**src/hdl/mmcs_pkg.sv**
```systemverilog
`timescale 1ns / 1ps

package mmcs_pkg;

    localparam int PIXEL_BITS_DEF = 8;
    localparam int LANES          = 3;

    typedef enum logic [1:0] {
        ACT_CLEAR   = 2'd0,
        ACT_OBSERVE = 2'd1,
        ACT_RESCALE = 2'd2
    } action_t;

    typedef enum logic [1:0] {
        ST_IDLE,
        ST_DIV,
        ST_DONE
    } state_t;

    typedef struct packed {
        logic clear;
        logic observe;
        logic start;
        logic step;
    } lane_ctrl_t;

endpackage

```
**src/hdl/mmcs_lane.sv**
```systemverilog
`timescale 1ns / 1ps

module mmcs_lane #(
    parameter int P = mmcs_pkg::PIXEL_BITS_DEF
) (
    input  logic                 clk,
    input  logic                 rst_n,
    input  mmcs_pkg::lane_ctrl_t ctrl,
    input  logic                 active,
    input  logic [P-1:0]         pix,
    output logic [P-1:0]         result,
    output logic                 flat
);

    localparam logic [P-1:0] FULL = {P{1'b1}};

    typedef enum logic [1:0] {
        SEL_PASS,
        SEL_ZERO,
        SEL_FULL,
        SEL_QUO
    } res_sel_t;

    logic [P-1:0]   min_reg;
    logic [P-1:0]   max_reg;

    logic [P-1:0]   diff;
    logic [2*P-1:0] prod;
    logic [P-1:0]   span;
    logic           is_flat;
    res_sel_t       sel_next;

    res_sel_t       sel_reg;
    logic           flat_reg;
    logic [P-1:0]   pass_reg;
    logic [P-1:0]   den_reg;
    logic [P-1:0]   rem_reg;
    logic [P-1:0]   num_reg;
    logic [P-1:0]   quo_reg;

    logic [P:0]     shifted;
    logic [P:0]     trial;
    logic           ge;
    logic [P-1:0]   rem_next;

    // running statistics
    always_ff @(posedge clk or negedge rst_n)
    begin
        if (!rst_n)
        begin
            min_reg <= FULL;
            max_reg <= '0;
        end
        else if (ctrl.clear)
        begin
            min_reg <= FULL;
            max_reg <= '0;
        end
        else if (ctrl.observe && active)
        begin
            if (pix < min_reg)
            begin
                min_reg <= pix;
            end
            if (pix > max_reg)
            begin
                max_reg <= pix;
            end
        end
    end

    // numerator (v - min) * FULL, denominator max - min
    always_comb
    begin
        diff    = pix - min_reg;
        prod    = {diff, {P{1'b0}}} - {{P{1'b0}}, diff};
        span    = max_reg - min_reg;
        is_flat = (max_reg <= min_reg);
        if (!active)
        begin
            sel_next = SEL_PASS;
        end
        else if (is_flat || pix <= min_reg)
        begin
            sel_next = SEL_ZERO;
        end
        else if (pix >= max_reg)
        begin
            sel_next = SEL_FULL;
        end
        else
        begin
            sel_next = SEL_QUO;
        end
    end

    // restoring divider, one quotient bit per step
    always_comb
    begin
        shifted  = {rem_reg, num_reg[P-1]};
        trial    = shifted - {1'b0, den_reg};
        ge       = (shifted >= {1'b0, den_reg});
        rem_next = ge ? trial[P-1:0] : shifted[P-1:0];
    end

    always_ff @(posedge clk)
    begin
        if (ctrl.start)
        begin
            sel_reg  <= sel_next;
            flat_reg <= active && is_flat;
            pass_reg <= pix;
            den_reg  <= span;
            rem_reg  <= prod[2*P-1:P];
            num_reg  <= prod[P-1:0];
            quo_reg  <= '0;
        end
        else if (ctrl.step)
        begin
            rem_reg <= rem_next;
            num_reg <= {num_reg[P-2:0], 1'b0};
            quo_reg <= {quo_reg[P-2:0], ge};
        end
    end

    always_comb
    begin
        case (sel_reg)
            SEL_PASS: result = pass_reg;
            SEL_ZERO: result = '0;
            SEL_FULL: result = FULL;
            SEL_QUO:  result = quo_reg;
            default:  result = '0;
        endcase
        flat = flat_reg;
    end

endmodule

```
**src/hdl/mmcs_merge.sv**
```systemverilog
`timescale 1ns / 1ps

module mmcs_merge #(
    parameter int P      = mmcs_pkg::PIXEL_BITS_DEF,
    parameter int DATA_W = ((3 * P + 7) / 8) * 8
) (
    input  logic              clk,
    input  logic              rst_n,
    input  logic              load,
    input  logic              zero,
    input  logic [P-1:0]      red,
    input  logic [P-1:0]      green,
    input  logic [P-1:0]      blue,
    input  logic [2:0]        flats,
    input  logic              out_ready,
    output logic              out_valid,
    output logic [DATA_W-1:0] out_data,
    output logic              out_flag
);

    logic              valid_reg;
    logic [DATA_W-1:0] data_reg;
    logic              flag_reg;

    always_ff @(posedge clk or negedge rst_n)
    begin
        if (!rst_n)
        begin
            valid_reg <= 1'b0;
        end
        else if (load)
        begin
            valid_reg <= 1'b1;
        end
        else if (out_ready)
        begin
            valid_reg <= 1'b0;
        end
    end

    // hold the word until taken; clear and observe give an all-zero word
    always_ff @(posedge clk)
    begin
        if (load)
        begin
            if (zero)
            begin
                data_reg <= '0;
                flag_reg <= 1'b0;
            end
            else
            begin
                data_reg <= DATA_W'({blue, green, red});
                flag_reg <= |flats;
            end
        end
    end

    assign out_valid = valid_reg;
    assign out_data  = data_reg;
    assign out_flag  = flag_reg;

endmodule

```
**src/hdl/min_max_contrast_stretch.sv**
```systemverilog
`timescale 1ns / 1ps

// Per-channel min/max contrast stretch on RGB pixels.
// Input words arrive on s_axis: tuser carries the action (clear statistics,
// observe pixel, rescale pixel), tdata the red, green and blue values.
// Every accepted word gives exactly one output word on m_axis: tdata carries
// the rescaled red, green and blue values, tuser the flat-channel flag.
// cfg_valid/cfg_data write colour_mode (0 grey, red only; 1 colour); write it
// only while no word is in flight. cfg_ready is always high.
// A rescale word runs a restoring divider in each of three lanes, one quotient
// bit per cycle, before its output word is loaded; the next word is accepted only
// after that word has been loaded into the output register. A clear or observe
// word needs no division and waits only for the output register to be free.
// s_axis_tready is high only while idle.
// The output word sits in a register; a finished word waits there while the
// receiver stalls, and the lanes hold their result until that register frees.
// Reset clears the statistics (min to full scale, max to zero), colour_mode to
// grey and drops any pending word.
module min_max_contrast_stretch #(
    parameter int PIXEL_BITS = mmcs_pkg::PIXEL_BITS_DEF,
    parameter int DATA_W     = ((3 * PIXEL_BITS + 7) / 8) * 8
) (
    input  logic              clk,
    input  logic              rst_n,

    input  logic              s_axis_tvalid,
    output logic              s_axis_tready,
    input  logic [DATA_W-1:0] s_axis_tdata,   // red_in, green_in, blue_in
    input  logic [1:0]        s_axis_tuser,   // action

    output logic              m_axis_tvalid,
    input  logic              m_axis_tready,
    output logic [DATA_W-1:0] m_axis_tdata,   // red_out, green_out, blue_out
    output logic [0:0]        m_axis_tuser,   // flat_flag

    input  logic              cfg_valid,
    output logic              cfg_ready,
    input  logic [0:0]        cfg_data        // colour_mode
);

    localparam int P     = PIXEL_BITS;
    localparam int CNT_W = $clog2(P);

    mmcs_pkg::state_t     state_reg;
    mmcs_pkg::state_t     state_next;
    logic [CNT_W-1:0]     count_reg;
    logic [CNT_W-1:0]     count_next;
    logic                 colour_mode_reg;
    logic                 rescale_reg;

    logic                 accept;
    logic                 load;
    logic                 last_step;
    mmcs_pkg::lane_ctrl_t ctrl;
    logic [2:0]           lane_active;
    logic [P-1:0]         lane_pix [3];
    logic [P-1:0]         lane_res [3];
    logic [2:0]           lane_flat;

    assign cfg_ready = 1'b1;

    always_ff @(posedge clk or negedge rst_n)
    begin
        if (!rst_n)
        begin
            colour_mode_reg <= 1'b0;
        end
        else if (cfg_valid)
        begin
            colour_mode_reg <= cfg_data[0];
        end
    end

    assign accept    = s_axis_tvalid && s_axis_tready;
    assign last_step = (count_reg == CNT_W'(P - 1));

    // next state
    always_comb
    begin
        state_next = state_reg;
        count_next = count_reg;
        case (state_reg)
            mmcs_pkg::ST_IDLE:
            begin
                count_next = '0;
                if (s_axis_tvalid)
                begin
                    if (s_axis_tuser == mmcs_pkg::ACT_RESCALE)
                    begin
                        state_next = mmcs_pkg::ST_DIV;
                    end
                    else
                    begin
                        state_next = mmcs_pkg::ST_DONE;
                    end
                end
            end
            mmcs_pkg::ST_DIV:
            begin
                count_next = count_reg + 1'b1;
                if (last_step)
                begin
                    state_next = mmcs_pkg::ST_DONE;
                end
            end
            mmcs_pkg::ST_DONE:
            begin
                if (!m_axis_tvalid || m_axis_tready)
                begin
                    state_next = mmcs_pkg::ST_IDLE;
                end
            end
            default:
            begin
                state_next = mmcs_pkg::ST_IDLE;
            end
        endcase
    end

    // outputs of the sequencer
    always_comb
    begin
        s_axis_tready = 1'b0;
        load          = 1'b0;
        ctrl          = '0;
        case (state_reg)
            mmcs_pkg::ST_IDLE:
            begin
                s_axis_tready = 1'b1;
                ctrl.clear    = s_axis_tvalid && (s_axis_tuser == mmcs_pkg::ACT_CLEAR);
                ctrl.observe  = s_axis_tvalid && (s_axis_tuser == mmcs_pkg::ACT_OBSERVE);
                ctrl.start    = s_axis_tvalid && (s_axis_tuser == mmcs_pkg::ACT_RESCALE);
            end
            mmcs_pkg::ST_DIV:
            begin
                ctrl.step = 1'b1;
            end
            mmcs_pkg::ST_DONE:
            begin
                load = !m_axis_tvalid || m_axis_tready;
            end
            default:
            begin
                load = 1'b0;
            end
        endcase
    end

    always_ff @(posedge clk or negedge rst_n)
    begin
        if (!rst_n)
        begin
            state_reg   <= mmcs_pkg::ST_IDLE;
            count_reg   <= '0;
            rescale_reg <= 1'b0;
        end
        else
        begin
            state_reg <= state_next;
            count_reg <= count_next;
            if (accept)
            begin
                rescale_reg <= (s_axis_tuser == mmcs_pkg::ACT_RESCALE);
            end
        end
    end

    assign lane_active = {colour_mode_reg, colour_mode_reg, 1'b1};
    assign lane_pix[0] = s_axis_tdata[P-1:0];
    assign lane_pix[1] = s_axis_tdata[2*P-1:P];
    assign lane_pix[2] = s_axis_tdata[3*P-1:2*P];

    for (genvar g = 0; g < mmcs_pkg::LANES; g++)
    begin : g_lane
        mmcs_lane #(
            .P (P)
        ) u_lane (
            .clk    (clk),
            .rst_n  (rst_n),
            .ctrl   (ctrl),
            .active (lane_active[g]),
            .pix    (lane_pix[g]),
            .result (lane_res[g]),
            .flat   (lane_flat[g])
        );
    end

    mmcs_merge #(
        .P      (P),
        .DATA_W (DATA_W)
    ) u_merge (
        .clk       (clk),
        .rst_n     (rst_n),
        .load      (load),
        .zero      (!rescale_reg),
        .red       (lane_res[0]),
        .green     (lane_res[1]),
        .blue      (lane_res[2]),
        .flats     (lane_flat),
        .out_ready (m_axis_tready),
        .out_valid (m_axis_tvalid),
        .out_data  (m_axis_tdata),
        .out_flag  (m_axis_tuser[0])
    );

endmodule
```
**config.mk**
```make
export PLATFORM = sky130hd
export DESIGN_NAME = min_max_contrast_stretch
export DESIGN_NICKNAME = d
export VERILOG_FILES = /design/src/hdl/mmcs_pkg.sv /design/src/hdl/mmcs_lane.sv /design/src/hdl/mmcs_merge.sv /design/src/hdl/min_max_contrast_stretch.sv
export SDC_FILE = /design/constraint.sdc
export NUM_CORES = 1
export LEC_CHECK = 0
export ABC_AREA = 1
export BUFFER_PORTS_ARGS = -buffer_cell sky130_fd_sc_hd__buf_4
export CORE_MARGIN = 3
export CORE_UTILIZATION = 60
export CTS_BUF_LIST = sky130_fd_sc_hd__clkbuf_8
export DETAILED_ROUTE_END_ITERATION = 8
export GPL_TIMING_DRIVEN = 0
export PLACE_DENSITY = 0.78
export SYNTH_ARGS = -nofsm -noshare
export SYNTH_HDL_FRONTEND = slang
export SYNTH_SLANG_ARGS = --single-unit
```
**constraint.sdc**
```tcl
create_clock -name clk -period 3.5 [get_ports clk]
set_input_delay 0.35 -clock clk [delete_from_list [all_inputs] [get_ports clk]]
set_output_delay 0.35 -clock clk [all_outputs]
set_load 0.05 [all_outputs]
```
==> flow_metrics.py, run 1 <==
metrics = {
    "status": {
        "outcome": "completed",
    },
    "finish": {
        "fin_area_mm2": 0.0143,
        "drive_gt1_share_pct": 11.6,
        "antennaDiodeCount": 0,
        "nets": 1718,
        "finalNonFillerCells": 1871,
        "syn2layout_area_growth_pct": 11.9,
    },
    "global_route": {
        "grt_max_degree": 67,
        "grt_antenna_before_repair": 0,
        "first_global_vias": 10200,
        "grt_pass1_wl_mm": 49.8,
        "grt_overflow": 0,
        "grt_use_total_pct": 26.1,
    },
    "timing": {
        "drv_slew": 0,
        "finalSetupViolCount": 0,
        "hold_viol_final": 0,
        "fin_ws_ps": 721,
        "rsz0062_at_grt": "no",
        "max-slew-margin-rel_pct": 34.9,
        "final.period_utilization_pct": 79.4,
        "max_freq_ghz": 0.360,
        "worstMarginPinSlew_ps": 976,
        "final.min_clock_period_ps": 2780,
        "fin_skew_ps": 21.5,
        "final.setup.tns_ps": 0,
    },
    "yosys": {
        "synth.top_cell.area_share_pct": 30.5,
        "netlist_area_mm2": 0.0128,
        "synthesis.nets": 1619,
        "synth_cells": 1474,
        "avgSynthCellArea_um2": 8.68,
        "yosysUniqueCellTypes": 53,
        "synth-main-ff-cell": "edfxtp_1",
        "yosysMostFrequentCell": "nand2_1",
        "synthTopCellsByArea": "edfxtp_1, ha_1, nand2_1",
        "ys_seq_area_share_pct": 45.4,
        "ys_seq_elements": 210,
        "synth.largest_area_cell": "edfxtp_1",
        "yosysWarnings": 0,
        "async_reset_ff_share_pct": 26.7,
        "yosys-top-cells-count": "nand2_1, inv_1, nand3_1",
        "synth_edf_count": 130,
    },
    "die": {
        "die_h_um": 152,
        "design.core.area_mm2": 0.0206,
        "dieArea_mm2": 0.0231,
        "fp-row-count": 52,
        "boundaryPins": 60,
        "start_util_pct": 62.1,
        "fp.dieW_um": 152,
    },
    "worst_setup_path": {
        "cp.arrival_ps": 3040,
        "r2r_setup_slack_ps": 720,
        "cp_cell_sequence": "ha_1 -> inv_1 -> fa_1 -> inv_1 -> ha_1 -> inv_1 -> nor2_1 -> nand2_1 -> nor2_1 -> nand3_1 -> nand2_1 -> nand2_1 -> nand3_1 -> nand2_1",
        "end_kind": "flop",
        "critPathBufInv": 3,
        "slowest_stage": "dfstp_2",
        "cp_max_fo": 5,
        "cp_common_cell": "nand2_1",
        "cp-start-kind": "flop",
        "cp.required_ps": 3770,
        "path_class": "flop to flop",
        "timing.critical_path.slowest_cell_delay_ps": 540,
        "crit_family": "simple AND/OR/NAND/NOR gates",
    },
    "power": {
        "seq_power_share_pct": 31.1,
        "peakVddDrop_mv": 0.577,
        "comb_power_share_pct": 53.7,
        "netSwitchingFraction_pct": 44.9,
        "clockPowerShare_pct": 15.2,
        "p_switching_w": 0.00629,
        "p_int_w": 0.00770,
        "power.leakage_nw": 6.74,
        "power_density_mw_per_mm2": 977,
    },
    "clock_tree": {
        "clockRootBuffer": "clkbuf_8",
        "clock_latency_ps": 530,
        "cts_num_sinks": 210,
        "cts_buffer_depth": 3,
        "clk_pin_slew_ps": 60,
        "cts_tree": "built",
        "postCtsResizedCells": 0,
        "cts.htree.levels": 2,
        "numCtsBuffers": 36,
    },
    "drt": {
        "antenna_left": 0,
        "post-route-drc-count": 0,
        "wl_per_cell_um": 16.3,
        "num_vias": 10600,
        "via_per_inst": 5.66,
        "initialDrtViolationCount": 884,
        "firstDrtPassIters": 8,
        "drt-total-wl_mm": 30.5,
    },
    "placed_design": {
        "place_congestion": 0.921,
        "pre_cts_ws_ps": 669,
        "hpwl_mm": 22.7,
        "place_area_mm2": 0.0136,
        "dp.cells": 1804,
        "port_buffers": 58,
    },
    "run": {
        "cap_viol_max_count": 0,
    },
    "hold_path": {
        "hold_class": "input pin to flop",
    },
}
[path summary, 6_finish.rpt]
check	start	depth (start not counted)	to
setup / recovery	g_lane[2].u_lane.min_reg[0]	14	g_lane[2].u_lane.rem_reg[4]
hold / removal	s_axis_tdata[16]	1	g_lane[2].u_lane.pass_reg[0]
setup reg to reg	g_lane[2].u_lane.min_reg[0]	14	g_lane[2].u_lane.rem_reg[4]
hold reg to reg	g_lane[0].u_lane.quo_reg[7]	2	g_lane[0].u_lane.quo_reg[7]
max in group asynchronous	rst_n	2	g_lane[1].u_lane.max_reg[6]
min in group asynchronous	rst_n	2	g_lane[0].u_lane.max_reg[3]
[cell families (layout without fill, tap and decap cells)]
| family | Yosys count | in the layout | synth area share, % |
|---|---|---|---|
| simple gates | 602 | 602 | 20.8 |
| compound gates | 264 | 264 | 12.0 |
| buf+inv | 246 | 373 | 7.54 |
| flops | 210 | 210 | 45.4 |
| fa+ha+maj | 113 | 113 | 11.6 |
| xor+xnor | 38 | 38 | 2.60 |
| other cells | 1 | 1 | 0.0293 |
[metal layers]
| metal | vias to the layer above | routed length (um) | GRT usage [%] |
|---|---|---|---|
| met3 | 64 | 1980 | 4.12 |
| li1 | 5203 | - | - |
| met1 | 4929 | 12900 | 34.0 |
| met4 | 0 | 981 | 10.0 |
| met5 | - | 0 | 0 |
| met2 | 387 | 14600 | 44.2 |
[repair_timing]
| action | 4_1_cts | 5_1_grt |
|---|---|---|
| setup buffers | 0 | 0 |
| hold endpoints to repair | 32 | 0 |
| hold buffers | 1 | 0 |
[cell usage in the layout (no fill, tap or decap), drive strengths merged, types with 2 or more instances in the layout]
cell	instances
edfxtp	130
o211ai	8
dfxtp	24
nand3	141
nand3b	13
xor2	25
dfstp	24
ha	104
a31oi	6
o31ai	2
or2	12
a22o	3
o22ai	3
clkinvlp	2
dfrtp	32
nand4	15
o21ai	116
buf	75
a21boi	6
nand2	304
clkbuf	59
a211oi	5
xnor2	13
and2	2
and3	3
o21a	4
nor3	14
nor2	98
a21oi	84
clkinv	10
fa	9
o41ai	4
inv	226
a22oi	21
[worst register-to-register path, stage by stage, from the launching register on]
cell and delay, ps:
dfstp_2 540, ha_1 160, inv_1 80, fa_1 470
inv_1 130, ha_1 210, inv_1 50, nor2_1 160
nand2_1 110, nor2_1 120, nand3_1 170, nand2_1 100
nand2_1 50, nand3_1 90, nand2_1 80
[power by group through the flow]
stage	clock network, W	registers [W]	logic [W]
finish	0.00213	0.00435	0.00751
global route	0.00231	0.00443	0.00850
CTS	0.00217	0.00434	0.00747
detailed placement	0	0.00438	0.00742
global placement	0	0.00438	0.00715
floorplan	0	0.00460	0.00539
[area by class of cell]
type / instances / area [um2]
Clock buffer: 44 / 606
Multi-Input combinational cell: 1018 / 6020
Clock inverter: 22 / 95.1
Inverter: 216 / 813
Timing Repair Buffer: 61 / 480
Buffer: 30 / 155
Sequential cell: 210 / 5820
Fill cell: 1594 / 6300
Tap cell: 270 / 338
[stage by stage]
step | power (W) | hold slack, ps | util, %
after detailed placement | 0.0118 | 445 | 66.0
after global routing | 0.0152 | 3.82 | 69.4
after floorplan | 0.00999 | 54.4 | -
final | 0.0140 | 34.1 | 69.4
after global placement | 0.0115 | 443 | 65.8
after CTS | 0.0140 | 7.73 | 69.4
No activity file was read; power rests on OpenSTA's default activity.
==> inputs of run 2 (changes only) <==
- clock period: 3.5 -> 2.7 ns (I/O delays scaled with it)
==> run 2 against run 1 <==
  * Die area stayed put
  * Largest power group unchanged
  * Wire length is 6.6% higher
  * Critical path type unchanged
  * Flip-flop and latch count stayed put
  * First-iteration DRC count is 4.2% higher
  * Cell area is 3.2% higher
  * Utilization is 2.3 points higher
  * Hold slack worse by 13 ps
  * Non-clock buffer count is 30 higher
  * Setup slack worse by 620 ps
  * Largest cell class unchanged
  * Clock skew is 3.8 ps higher
  * Highest routed layer unchanged
  * Sequential power is 30% higher
==> flow_metrics.py, run 2 (synthesized netlist as in run 1, its figures left out) <==
metrics = {
    "status": {
        "outcome": "completed",
    },
    "worst_setup_path": {
        "timing.rr.end": "g_lane[2].u_lane.rem_reg[4]",
        "worst-r2r-cell-count": 14,
        "endpoint": "g_lane[2].u_lane.rem_reg[4]",
        "r2r-start": "g_lane[2].u_lane.min_reg[0]",
        "cp-start-kind": "flop",
        "r2r_setup_slack_ps": 100,
        "cp_max_fo": 5,
        "cp.required_ps": 2990,
        "cp.arrival_ps": 2890,
        "end_kind": "flop",
        "critPathLaunch": "g_lane[2].u_lane.min_reg[0]",
        "path_class": "flop to flop",
    },
    "power": {
        "seq_power_share_pct": 30.0,
        "clockPowerShare_pct": 14.8,
        "p_int_w": 0.0102,
        "netSwitchingFraction_pct": 45.9,
        "finalPower_w": 0.0188,
        "comb_power_share_pct": 55.2,
        "power_density_mw_per_mm2": 1270,
        "p_switching_w": 0.00862,
        "power.leakage_nw": 6.85,
        "peakVddDrop_mv": 0.725,
    },
    "finish": {
        "drive_gt1_share_pct": 14.3,
        "antennaDiodeCount": 0,
        "syn2layout_area_growth_pct": 15.5,
        "nets": 1749,
        "ff_latch_area_mm2": 0.00582,
        "layout_common_cells": "nand2_1, inv_1, nand3_1, edfxtp_1, o21ai_0",
        "multi_input_area_mm2": 0.00622,
        "mostFrequentLayoutCell": "nand2_1",
        "nFillCells": 1573,
        "finalNonFillerCells": 1901,
    },
    "global_route": {
        "grt_busiest_layer": "met2",
        "grt_antenna_before_repair": 0,
        "grt.met3_usage_pct": 3.47,
        "first_global_vias": 10500,
        "grt_pass1_wl_mm": 52.4,
        "grt_max_degree": 67,
        "grt_overflow": 0,
        "grt_use_total_pct": 27.4,
        "met2_usage_pct": 47.5,
        "grt_util_met1_pct": 36.2,
    },
    "timing": {
        "fin_hold_ws_ps": 20.8,
        "fin_skew_ps": 25.3,
        "hold_viol_final": 0,
        "finalSetupViolCount": 0,
        "drv_slew": 0,
        "max-slew-margin-rel_pct": 33.6,
        "worstMarginPinSlew_ps": 983,
        "final.min_clock_period_ps": 2600,
        "fin_ws_ps": 102,
        "final.period_utilization_pct": 96.2,
        "final.setup.tns_ps": 0,
        "max_freq_ghz": 0.385,
    },
    "clock_tree": {
        "numCtsBuffers": 36,
        "cts_tree": "built",
        "cts_buffer_depth": 3,
        "cts.htree.levels": 2,
        "clock_latency_ps": 540,
        "clockRootBuffer": "clkbuf_8",
        "cts_num_sinks": 210,
        "clk_pin_slew_ps": 70,
    },
    "die": {
        "design.core.area_mm2": 0.0206,
        "fp-row-count": 52,
        "fp.dieW_um": 152,
        "start_util_pct": 62.1,
        "die_h_um": 152,
        "boundaryPins": 60,
        "dieArea_mm2": 0.0231,
    },
    "drt": {
        "initialDrtViolationCount": 921,
        "via_per_inst": 5.71,
        "firstDrtPassIters": 5,
        "num_vias": 10900,
        "antenna_left": 0,
        "wl_per_cell_um": 17.1,
        "post-route-drc-count": 0,
        "drt-total-wl_mm": 32.5,
    },
    "placed_design": {
        "place_congestion": 0.907,
        "port_buffers": 58,
        "dp.cells": 1803,
        "hpwl_mm": 23.3,
        "pre_cts_ws_ps": -113,
    },
    "hold_path": {
        "hold_class": "input pin to flop",
    },
    "run": {
        "cap_viol_max_count": 0,
    },
}
[run 2: timing repair]
| action | 4_1_cts | 5_1_grt |
|---|---|---|
| hold endpoints to repair | 61 | 0 |
| endpoints found under the setup margin | 52 | 80 |
| hold buffers | 26 | 0 |
| gates resized for setup | 4 | 57 |
| buffers inserted | 0 | 6 |
| cloned | 1 | 0 |
| pin swaps | 0 | 14 |
[run 2: worst min path at each step]
stage                                    to  cells past startpoint             from  slack (ps)
2_1_floorplan               colour_mode_reg                      0            rst_n         -30
3_3_place_gp              u_merge.out_valid                      1            rst_n         380
3_5_place_dp              u_merge.out_valid                      1            rst_n         380
4_1_cts        g_lane[0].u_lane.pass_reg[1]                      1  s_axis_tdata[1]           5
5_1_grt        g_lane[0].u_lane.pass_reg[1]                      1  s_axis_tdata[1]          20
6_report       g_lane[0].u_lane.pass_reg[1]                      1  s_axis_tdata[1]          20
[run 2: through the flow]
step / area (um2) / util [%]
detailed placement: 13600 / 65.9
finish: 14800 / 71.7
CTS: 14600 / 70.5
global route: 14800 / 71.7
floorplan: 12800 / -
global placement: 13600 / 65.8
[run 2: power groups by stage]
stage                     Clock (W)  Sequential [W]  Combinational [W]
after global routing        0.00293         0.00575             0.0117
after detailed placement          0         0.00568            0.00966
after CTS                   0.00280         0.00564            0.00981
after global placement            0         0.00566            0.00928
after floorplan                   0         0.00596            0.00699
final                       0.00278         0.00565             0.0104
[run 2: cell type report]
class	count	area share (%)
multi-input cells	1018	42.1
flip-flops and latches	210	39.3
clock buffers	39	3.63
repair inverters	1	0.0508
inverters	216	5.53
repair buffers	91	5.11
well taps	270	2.28
plain buffers	30	1.05
clock inverters	26	0.956
[run 2: routing by layer]
metal	vias up	share of wire (%)
met5	-	0
met4	0	2.4
met3	66	6.1
met2	411	50
met1	5098	42
li1	5280	-
[run 2: critical path, stage by stage (launching register included)]
cell     delay (ps)
dfstp_2         570
ha_4            140
inv_2            50
fa_2            370
or2_1           240
nand2_2         120
inv_1            80
nor2_2          150
nand2_2         110
nor2_2          110
nand3_2         100
nand2_1          90
nand2_1          70
nand3_2          80
nand2_1          70
==> inputs of run 3 (changes only) <==
- CORE_ASPECT_RATIO: unset -> 1.2
==> run 3 against run 2 <==
  * Critical path depth decreased by 2
  * Cell area decreased by 0.78%
  * Total power decreased by 1.5%
  * Largest power group unchanged
  * Maximum frequency increased by 1.4%
  * Hold slack improved by 16 ps
  * Critical path type unchanged
  * Highest routed layer unchanged
  * Utilization decreased by 0.51 points
==> flow_metrics.py, run 3 (synthesized netlist as in run 1, its figures left out) <==
metrics = {
    "status": {
        "outcome": "completed",
    },
    "global_route": {
        "grt_use_total_pct": 26.9,
        "grt_pass1_wl_mm": 51.0,
        "grt.met3_usage_pct": 3.37,
        "grt_antenna_before_repair": 0,
        "grt_util_met1_pct": 36.7,
        "grt_overflow": 0,
        "grt_busiest_layer": "met2",
        "met2_usage_pct": 44.4,
        "grt_max_degree": 67,
        "first_global_vias": 10400,
    },
    "worst_setup_path": {
        "critPathBufInv": 1,
        "end_kind": "flop",
        "cp_cell_sequence": "ha_1 -> inv_1 -> fa_1 -> or2_1 -> nand2_2 -> nand3_1 -> nor2_2 -> nand3_2 -> nand2_1 -> nand2_1 -> nand3_1 -> nand2_1",
        "cp_max_fo": 7,
        "cp.arrival_ps": 2840,
        "cp-start-kind": "flop",
        "crit_family": "simple AND/OR/NAND/NOR gates",
        "path_class": "flop to flop",
        "cp.required_ps": 2980,
        "slowest_stage": "dfstp_2",
        "cp_common_cell": "nand2_1",
        "timing.critical_path.slowest_cell_delay_ps": 550,
    },
    "die": {
        "design.core.area_mm2": 0.0206,
        "fp.dieW_um": 139,
        "boundaryPins": 60,
        "die_h_um": 166,
        "start_util_pct": 62.1,
        "fp-row-count": 57,
        "dieArea_mm2": 0.0231,
    },
    "clock_tree": {
        "clock_latency_ps": 530,
        "cts.htree.levels": 2,
        "cts_tree": "built",
        "clk_pin_slew_ps": 70,
        "clockRootBuffer": "clkbuf_8",
        "numCtsBuffers": 35,
        "cts_num_sinks": 210,
        "cts_buffer_depth": 3,
    },
    "timing": {
        "fin_skew_ps": 27.5,
        "final.min_clock_period_ps": 2560,
        "fin_ws_ps": 137,
        "rsz0062_at_grt": "yes",
        "final.period_utilization_pct": 94.9,
        "max-slew-margin-rel_pct": 32.8,
        "fin_hold_ws_ps": 36.9,
        "worstMarginPinSlew_ps": 995,
        "hold_viol_final": 0,
        "drv_slew": 0,
        "max_freq_ghz": 0.390,
        "finalSetupViolCount": 0,
    },
    "placed_design": {
        "pre_cts_ws_ps": -96.5,
        "hpwl_mm": 22.7,
        "dp.cells": 1798,
        "place_congestion": 0.897,
        "port_buffers": 58,
    },
    "drt": {
        "antenna_left": 0,
        "firstDrtPassIters": 7,
        "wl_per_cell_um": 16.7,
        "drt-total-wl_mm": 31.5,
        "via_per_inst": 5.68,
        "num_vias": 10800,
        "post-route-drc-count": 0,
        "initialDrtViolationCount": 655,
    },
    "finish": {
        "drive_gt1_share_pct": 13.5,
        "antennaDiodeCount": 0,
        "mostFrequentLayoutCell": "nand2_1",
        "nets": 1746,
        "layout_common_cells": "nand2_1, inv_1, nand3_1, edfxtp_1, o21ai_0",
        "finalNonFillerCells": 1892,
        "syn2layout_area_growth_pct": 14.6,
    },
    "power": {
        "finalPower_w": 0.0185,
        "p_switching_w": 0.00848,
        "power_density_mw_per_mm2": 1260,
        "netSwitchingFraction_pct": 45.8,
        "p_int_w": 0.0100,
        "seq_power_share_pct": 30.5,
        "clockPowerShare_pct": 14.6,
        "comb_power_share_pct": 54.9,
        "power.leakage_nw": 6.82,
        "peakVddDrop_mv": 0.927,
    },
    "hold_path": {
        "hold_class": "input pin to flop",
    },
    "run": {
        "cap_viol_max_count": 0,
    },
}
==> run 3: changes by cell type in the layout (fill, tap and decap cells not counted), sizes merged <==
cell | before | now
buf | 80 | 77
bufinv | 1 | 0
clkbuf | 54 | 56
clkinv | 8 | 11
clkinvlp | 3 | 2
dlygate4sd3 | 26 | 27
inv | 231 | 226
==> run 3: worst register-to-register path: stages, from the launching register on <==
cell and delay [ps]:
dfstp_2 550, ha_1 140, inv_1 70, fa_1 380, or2_1 260, nand2_2 130
nand3_1 130, nor2_2 220, nand3_2 150, nand2_1 90, nand2_1 60, nand3_1 70
nand2_1 50
==> run 3: worst paths after layout <==
check                                       startpoint                            to  slack, ps  depth (start not counted)
min reg2reg                g_lane[2].u_lane.quo_reg[7]   g_lane[2].u_lane.quo_reg[7]        460                          2
max                        g_lane[0].u_lane.min_reg[0]   g_lane[0].u_lane.rem_reg[1]        140                         12
min                                    s_axis_tdata[1]  g_lane[0].u_lane.pass_reg[1]         40                          1
min in group asynchronous                        rst_n   g_lane[1].u_lane.max_reg[5]        370                          2
max in group asynchronous                        rst_n                  state_reg[1]       1840                          2
max reg2reg                g_lane[0].u_lane.min_reg[0]   g_lane[0].u_lane.rem_reg[1]        140                         12
==> run 3: layout make-up <==
class,instances,area (um2)
sequential,210,5820
fill,1602,5940
multi-input combinational,1018,6140
clock buffer,41,564
tap,265,332
timing repair inverter,1,7.51
clock inverter,22,95.1
buffer,30,155
timing repair buffer,89,743
inverter,216,817
==> run 3: timing repair <==
action	CTS	global route
pin swaps	0	6
setup buffers	0	3
hold buffers	27	0
endpoints found under the hold margin	64	0
endpoints found under the setup margin	51	26
cloned	1	0
resized for setup	2	41
==> run 3: power groups by stage <==
stage / Combinational [W] / Sequential (W) / Clock, W
after floorplan: 0.00699 / 0.00596 / 0
after global placement: 0.00933 / 0.00566 / 0
after detailed placement: 0.00967 / 0.00568 / 0
after CTS: 0.00980 / 0.00564 / 0.00273
after global routing: 0.0115 / 0.00575 / 0.00286
final: 0.0102 / 0.00565 / 0.00270
==> run 3: per-layer routing <==
layer  share of wire [%]  vias up
met1                  44     5050
met3                 5.4       82
met4                 3.6        0
li1                    -     5268
met5                   0        -
met2                  47      354
==> run 3: through the flow <==
stage / area (um2) / setup TNS (ps) / utilization [%]
detailed placement: 13600 / -4560 / 65.9
floorplan: 12800 / 0 / -
CTS: 14500 / 0 / 70.5
global route: 14700 / -50.9 / 71.2
global placement: 13600 / -3730 / 65.9
finish: 14700 / 0 / 71.2
